`config.mk`:
```
export PLATFORM = sky130hd
export DESIGN_NAME = fbsf_seq
export DESIGN_NICKNAME = d
export VERILOG_FILES = /design/src/fbsf_pkg.sv /design/src/fbsf_seq.sv
export SDC_FILE = /design/constraint.sdc
export NUM_CORES = 1
export LEC_CHECK = 0
export ABC_CLOCK_PERIOD_IN_PS = 10350
export BUFFER_PORTS_ARGS = -buffer_cell sky130_fd_sc_hd__buf_2
export CORE_ASPECT_RATIO = 1.25
export CORE_MARGIN = 2
export CORE_UTILIZATION = 45
export DETAILED_ROUTE_END_ITERATION = 6
export PLACE_DENSITY = 0.7
export SETUP_SLACK_MARGIN = 0.1
export SLEW_MARGIN = 30
export SYNTH_ARGS = -nofsm -noshare
export SYNTH_HDL_FRONTEND = slang
export SYNTH_SLANG_ARGS = --single-unit
```
`constraint.sdc`:
```
create_clock -name clk -period 10.35 [get_ports clk]
set_clock_uncertainty 0.15 [all_clocks]
set_input_delay 1.035 -clock clk [delete_from_list [all_inputs] [get_ports clk]]
set_output_delay 1.035 -clock clk [all_outputs]
set_load 0.01 [all_outputs]
```
`src/fbsf_pkg.sv`:
```
// Shared types, constants and helper functions for the framebuffer shape fill block.
`default_nettype none

package fbsf_pkg;

  // Width of a signed scan coordinate; covers every corner a command can reach.
  localparam int CW    = 13;
  localparam int OFF_W = 11;
  localparam int MAG_W = 9;
  localparam int SQ_W  = 18;
  localparam int LIM_W = 19;

  typedef logic signed [CW-1:0]    coord_t;
  typedef logic signed [OFF_W-1:0] offset_t;

  typedef enum logic [1:0] {
    OP_CLEAR = 2'd0,
    OP_RECT  = 2'd1,
    OP_CIRC  = 2'd2,
    OP_READ  = 2'd3
  } op_t;

  typedef struct packed {
    op_t         op;
    logic [10:0] x_pos;
    logic [10:0] y_pos;
    logic [9:0]  rect_width;
    logic [9:0]  rect_height;
    logic [8:0]  radius;
    logic [31:0] colour;
  } cmd_t;

  typedef struct packed {
    logic idle;
    logic done;
    logic clipped;
    logic is_read;
  } stat_t;

  function automatic coord_t ext11(input logic [10:0] v);
    return coord_t'({{(CW-11){v[10]}}, v});
  endfunction

  // Distance term of the circle test: offsets past the center count one extra.
  function automatic logic [MAG_W-1:0] mag(input offset_t off);
    offset_t t;
    t = (off > offset_t'(0)) ? off + offset_t'(1) : -off;
    return t[MAG_W-1:0];
  endfunction

endpackage

`default_nettype wire

```
`src/fbsf_seq.sv`:
```
// Command sequencer: walks the pixels of each command and drives the frame memory.
`default_nettype none

module fbsf_seq import fbsf_pkg::*; #(
  parameter int FB_WIDTH  = 128,
  parameter int FB_HEIGHT = 128
) (
  input  wire logic                                   clk,
  input  wire logic                                   rst_n,
  input  wire logic                                   start,
  input  wire cmd_t                                   cmd,
  input  wire logic                                   res_ready,
  output stat_t                                       stat,
  output logic                                        ram_we,
  output logic [$clog2(FB_WIDTH*FB_HEIGHT)-1:0]       ram_waddr,
  output logic [31:0]                                 ram_wdata,
  output logic                                        ram_re,
  output logic [$clog2(FB_WIDTH*FB_HEIGHT)-1:0]       ram_raddr
);

  localparam int DEPTH  = FB_WIDTH * FB_HEIGHT;
  localparam int ADDR_W = $clog2(DEPTH);
  localparam int COL_W  = $clog2(FB_WIDTH);
  localparam int ROW_W  = $clog2(FB_HEIGHT);
  localparam coord_t FBW_S = CW'(FB_WIDTH);
  localparam coord_t FBH_S = CW'(FB_HEIGHT);

  typedef enum logic [5:0] {
    S_IDLE  = 6'b000001,
    S_CLEAR = 6'b000010,
    S_RECT  = 6'b000100,
    S_CIRC  = 6'b001000,
    S_READ  = 6'b010000,
    S_DONE  = 6'b100000
  } state_t;

  state_t              state_r, state_nxt;
  logic                clip_r, clip_nxt;
  logic                read_r, read_nxt;
  logic [31:0]         colour_r, colour_nxt;
  logic [ADDR_W-1:0]   clr_r, clr_nxt;
  coord_t              col_r, col_nxt;
  coord_t              row_r, row_nxt;
  coord_t              col_start_r, col_start_nxt;
  coord_t              col_end_r, col_end_nxt;
  coord_t              row_end_r, row_end_nxt;
  offset_t             off_c_r, off_c_nxt;
  offset_t             off_r_r, off_r_nxt;
  offset_t             off_start_r, off_start_nxt;
  logic [SQ_W-1:0]     dy2_r, dy2_nxt;
  logic [LIM_W-1:0]    lim_r, lim_nxt;

  coord_t              x_e, y_e, r_e;
  offset_t             off_init, off_r_inc;
  logic [MAG_W-1:0]    mx, my_next;
  logic [SQ_W-1:0]     dx2;
  logic [9:0]          r1;
  logic                in_range, hit, col_last, row_last;
  logic [ADDR_W-1:0]   pix_addr;

  assign x_e      = ext11(cmd.x_pos);
  assign y_e      = ext11(cmd.y_pos);
  assign r_e      = coord_t'({4'b0, cmd.radius});
  assign off_init = offset_t'(0) - offset_t'({2'b0, cmd.radius});
  assign r1       = {1'b0, cmd.radius} + 10'd1;

  assign in_range = (col_r >= coord_t'(0)) && (col_r < FBW_S) &&
                    (row_r >= coord_t'(0)) && (row_r < FBH_S);
  assign pix_addr = ADDR_W'({{(ADDR_W-ROW_W){1'b0}}, row_r[ROW_W-1:0]} * ADDR_W'(FB_WIDTH)) +
                    {{(ADDR_W-COL_W){1'b0}}, col_r[COL_W-1:0]};

  assign col_last  = (col_r == col_end_r);
  assign row_last  = (row_r == row_end_r);
  assign off_r_inc = off_r_r + offset_t'(1);
  assign mx        = mag(off_c_r);
  assign my_next   = mag(off_r_inc);
  assign dx2       = {{(SQ_W-MAG_W){1'b0}}, mx} * {{(SQ_W-MAG_W){1'b0}}, mx};
  assign hit       = ({1'b0, dx2} + {1'b0, dy2_r}) < lim_r;

  always_comb begin
    state_nxt     = state_r;
    clip_nxt      = clip_r;
    read_nxt      = read_r;
    colour_nxt    = colour_r;
    clr_nxt       = clr_r;
    col_nxt       = col_r;
    row_nxt       = row_r;
    col_start_nxt = col_start_r;
    col_end_nxt   = col_end_r;
    row_end_nxt   = row_end_r;
    off_c_nxt     = off_c_r;
    off_r_nxt     = off_r_r;
    off_start_nxt = off_start_r;
    dy2_nxt       = dy2_r;
    lim_nxt       = lim_r;
    ram_we        = 1'b0;
    ram_waddr     = pix_addr;
    ram_wdata     = colour_r;
    ram_re        = 1'b0;

    case (state_r)
      S_IDLE: begin
        if (start) begin
          clip_nxt   = 1'b0;
          read_nxt   = (cmd.op == OP_READ);
          colour_nxt = cmd.colour;
          clr_nxt    = '0;
          case (cmd.op)
            OP_CLEAR: begin
              state_nxt = S_CLEAR;
            end
            OP_RECT: begin
              col_nxt       = x_e;
              row_nxt       = y_e;
              col_start_nxt = x_e;
              col_end_nxt   = x_e + coord_t'({3'b0, cmd.rect_width}) - coord_t'(1);
              row_end_nxt   = y_e + coord_t'({3'b0, cmd.rect_height}) - coord_t'(1);
              state_nxt     = (cmd.rect_width == '0 || cmd.rect_height == '0) ? S_DONE : S_RECT;
            end
            OP_CIRC: begin
              col_nxt       = x_e - r_e;
              row_nxt       = y_e - r_e;
              col_start_nxt = x_e - r_e;
              col_end_nxt   = x_e + r_e - coord_t'(1);
              row_end_nxt   = y_e + r_e - coord_t'(1);
              off_c_nxt     = off_init;
              off_r_nxt     = off_init;
              off_start_nxt = off_init;
              dy2_nxt       = {{(SQ_W-MAG_W){1'b0}}, cmd.radius} *
                              {{(SQ_W-MAG_W){1'b0}}, cmd.radius};
              lim_nxt       = {{(LIM_W-10){1'b0}}, r1} * {{(LIM_W-10){1'b0}}, r1};
              state_nxt     = (cmd.radius == '0) ? S_DONE : S_CIRC;
            end
            OP_READ: begin
              col_nxt   = x_e;
              row_nxt   = y_e;
              state_nxt = S_READ;
            end
            default: begin
              state_nxt = S_DONE;
            end
          endcase
        end
      end
      S_CLEAR: begin
        ram_we    = 1'b1;
        ram_waddr = clr_r;
        ram_wdata = '0;
        if (clr_r == ADDR_W'(DEPTH - 1)) begin
          state_nxt = S_DONE;
        end else begin
          clr_nxt = clr_r + ADDR_W'(1);
        end
      end
      S_RECT: begin
        ram_we = in_range;
        if (!in_range) begin
          clip_nxt = 1'b1;
        end
        if (col_last) begin
          col_nxt = col_start_r;
          if (row_last) begin
            state_nxt = S_DONE;
          end else begin
            row_nxt = row_r + coord_t'(1);
          end
        end else begin
          col_nxt = col_r + coord_t'(1);
        end
      end
      S_CIRC: begin
        ram_we = hit && in_range;
        if (hit && !in_range) begin
          clip_nxt = 1'b1;
        end
        if (col_last) begin
          col_nxt   = col_start_r;
          off_c_nxt = off_start_r;
          if (row_last) begin
            state_nxt = S_DONE;
          end else begin
            row_nxt   = row_r + coord_t'(1);
            off_r_nxt = off_r_inc;
            dy2_nxt   = {{(SQ_W-MAG_W){1'b0}}, my_next} * {{(SQ_W-MAG_W){1'b0}}, my_next};
          end
        end else begin
          col_nxt   = col_r + coord_t'(1);
          off_c_nxt = off_c_r + offset_t'(1);
        end
      end
      S_READ: begin
        ram_re    = in_range;
        clip_nxt  = !in_range;
        state_nxt = S_DONE;
      end
      S_DONE: begin
        if (res_ready) begin
          state_nxt = S_IDLE;
        end
      end
      default: begin
        state_nxt = S_IDLE;
      end
    endcase
  end

  assign ram_raddr = pix_addr;

  always_ff @(posedge clk) begin
    if (!rst_n) begin
      state_r <= S_IDLE;
      clip_r  <= 1'b0;
      read_r  <= 1'b0;
    end else begin
      state_r <= state_nxt;
      clip_r  <= clip_nxt;
      read_r  <= read_nxt;
    end
  end

  always_ff @(posedge clk) begin
    colour_r    <= colour_nxt;
    clr_r       <= clr_nxt;
    col_r       <= col_nxt;
    row_r       <= row_nxt;
    col_start_r <= col_start_nxt;
    col_end_r   <= col_end_nxt;
    row_end_r   <= row_end_nxt;
    off_c_r     <= off_c_nxt;
    off_r_r     <= off_r_nxt;
    off_start_r <= off_start_nxt;
    dy2_r       <= dy2_nxt;
    lim_r       <= lim_nxt;
  end

  assign stat.idle    = (state_r == S_IDLE);
  assign stat.done    = (state_r == S_DONE);
  assign stat.clipped = clip_r;
  assign stat.is_read = read_r;

endmodule

`default_nettype wire

```
==> metrics <==
EDFF count, synth=177; worst-margin pin slew=around 1000 ps; Total Nets Final=between 3000 and 4000; power per cell area=approximately 250 nW/µm²; final setup fails=0; final hold violations=0; # placed instances=approximately 3200; via count=between 15000 and 20000; share of cells above drive strength 1=10.9%; drt first pass iters=5; I/O pins=~160; critical path's largest stage delay=between 500 and 600 ps; post-DP HPWL=45000 µm; RSZ-0062 raised after global routing=false; overall power=6010 µW; Worst-Skew Late Latency=~450 ps; Synth-to-Final Area Change=10.0%; Clock power frac=between 10 and 15%; Syn. warnings=0; WP data arrival=between 8000 and 9000 ps; Netlist Area Pre-Place=22300 µm²; die width=203 µm; top cells by area, synth=edfxtp_1 (24%), ha_1 (16%), fa_1 (15%); worst min path class=register to register; crit share post-route=around 94%; slowest CP cell=fa_1; clock sinks=185; 1st-iter DRT viols=1189; CP Capture Type=primary output; VDD IR max=0.276 mV; Port Buffers=approximately 150; Leak=approximately 0.012 µW; cell count after synthesis=between 2000 and 2500; Routed WL=approximately 56000 µm; first-pass GRT wire length=89400 µm; Die ar.=a little over 50000 µm²; # fillers=4592; Slew headroom=between 30% and 40%; Initial Util=~45%; CTS clk-pin slew, worst paths=approximately 70 ps; cell-internal power=around 3200 µW; CTS H-Tree Depth=4; Routed WL per cell=17.1 µm; Sw Share=between 40% and 50%; initial antenna violation count=2; All-Layer GR Usage=a little over a fifth; end-of-flow core utilization=about half; Layout Cells excl Fill=3255; Unique masters post-synth=between 70 and 80; number of buffers created by CTS=17; hold_buf cts=0; max frequency=102 MHz; number of global-route vias before repair=between 15000 and 20000; max-cap viol count=0; sw power=roughly 2800 µW; Reg power frac=roughly 18%; GRT overflow=0; Seq cells post-synth=roughly 190; die extent in y=approximately 250 µm; largest area contributor in the netlist=edfxtp_1; CP Class=register to primary output; setup TNS=0 ps; startpoint types=register; final instance area=roughly 25000 µm²; combinational power share=a little over two thirds; crit-path max FO=8; register area share after synthesis=between 20% and 30%; Clock Tree Root=clkbuf_16; max-slew violations=0; core area=~49000 µm²; Req. time, crit path=roughly 9000 ps; top cells by count, synth=inv_1 (413), ha_1 (286), nor2_1 (272); vias per cell=5.37; Clock Tree Buf Depth=2; most common cell in the netlist=inv_1; synthesized area per cell=9.08 µm²; # rows=91; crit-path most repeated cell=inv_1; area share of the largest cell type after synthesis=approximately a quarter; Final min period=between 9000 and 10000 ps; Post-synth ARST share=0%; CTS tree=done; Main synth FF type=edfxtp_1; Worst Path Buf+Inv=9; CP delay by family, top=adder cells; status=complete, no violations; Antenna Nets Post-Route=0; largest net degree at the start of global routing=slightly below 70; DR DRC count=0; post-place instance area=approximately 24000 µm²; routability cong.=roughly 0.90
-- state kept, by name, indices dropped and copies added (netlist names) --
name	count
read_r	1
row_end_r	13
clip_r	1
row_r	13
off_start_r	10
colour_r	32
lim_r	18
col_end_r	13
state_r	6
col_r	13
dy2_r	17
clr_r	14
off_r_r	11
off_c_r	11
col_start_r	12
-- final timing paths --
check                  start        end  slack (ps)  cells past startpoint
setup / recovery  off_c_r[0]     ram_we         580                     36
hold / removal        read_r     read_r         330                      2
setup reg to reg  off_r_r[0]  dy2_r[17]        1980                     27
hold reg to reg       read_r     read_r         330                      2
-- final cells by class --
| cell class | instances | area (µm²) | share of cell area (%) |
|---|---|---|---|
| Tap cell | 651 | 815 | 3.32 |
| Inverter | 420 | 1580 | 6.43 |
| Timing Repair Buffer | 189 | 1030 | 4.22 |
| Clock inverter | 15 | 213 | 0.868 |
| Sequential cell | 185 | 5480 | 22.3 |
| Multi-Input combinational cell | 1777 | 15000 | 61.1 |
| Clock buffer | 17 | 425 | 1.74 |
| Antenna cell | 1 | 2.50 | 0.0102 |
-- cells by family (layout without fill, tap and decap cells) --
logic type | after synthesis | after routing | share of synthesized area [%]
compound gates | 360 | 360 | 10.2
fa+ha+maj | 452 | 452 | 31.0
simple gates | 689 | 689 | 14.5
xor+xnor | 232 | 232 | 9.29
other cells | 2 | 9 | 0.0337
buf+inv | 499 | 641 | 8.72
mux | 36 | 36 | 1.71
flops | 185 | 185 | 24.6
-- cells in the final DEF (no fill, tap or decap), types with 9 or more instances in the layout --
cell,synthesis,layout
a21oi_1,123,123
nand2b_1,23,23
and2_1,43,43
nand4_1,17,17
a31oi_1,9,9
a21boi_0,11,10
fa_1,166,166
buf_4,16,35
clkbuf_16,0,17
nor2b_1,18,18
nor3_1,43,43
xnor2_1,142,138
mux2i_1,19,19
o21a_1,9,9
nand3b_1,11,11
nand2_1,142,142
o211ai_1,13,13
edfxtp_1,177,177
a21o_1,34,34
and3_1,22,22
ha_1,286,285
inv_1,413,412
mux2_2,17,17
or2_2,9,9
o21ai_0,80,76
buf_2,8,154
nor2_1,272,270
a211oi_1,10,9
o21bai_1,15,15
nor4_1,17,16
nand3_1,46,46
xor2_1,85,83
-- timing repair --
action / CTS / global route
gates resized for setup: 3 / 12
buffers inserted: 0 / 16
pin swaps: 0 / 2
setup endpoints to repair: 1 / 1
-- per-layer routing --
metal | vias up | share of wire (%) | routed length, µm | GRT usage, %
met5 | - | 0 | 0 | 0
met4 | 0 | 3.7 | 2050 | 8.20
met3 | 121 | 3.9 | 2160 | 2.03
met2 | 469 | 53 | 29300 | 40.2
met1 | 8522 | 40 | 22100 | 25.9
li1 | 8368 | - | - | -
-- tightest hold or removal path: stages (launching register included) --
cell	delay (ps)
dfxtp_1	310
nand2_1	50
a21boi_0	80
-- stage by stage --
stage	setup slack [ps]	hold WS, ps
floorplan	1650	294
global placement	711	302
detailed placement	475	336
CTS	239	342
global route	72.2	366
finish	576	335
-- power by group through the flow --
stage / Sequential, µW / Combinational (µW) / Clock, µW
3_3_place_gp: 1120 / 4000 / 0
3_5_place_dp: 1120 / 4130 / 0
5_1_grt: 1120 / 4790 / 729
2_1_floorplan: 1080 / 3210 / 0
6_report: 1110 / 4210 / 697
4_1_cts: 1110 / 4180 / 700
Note: power is estimated with default switching activity, not from simulation.
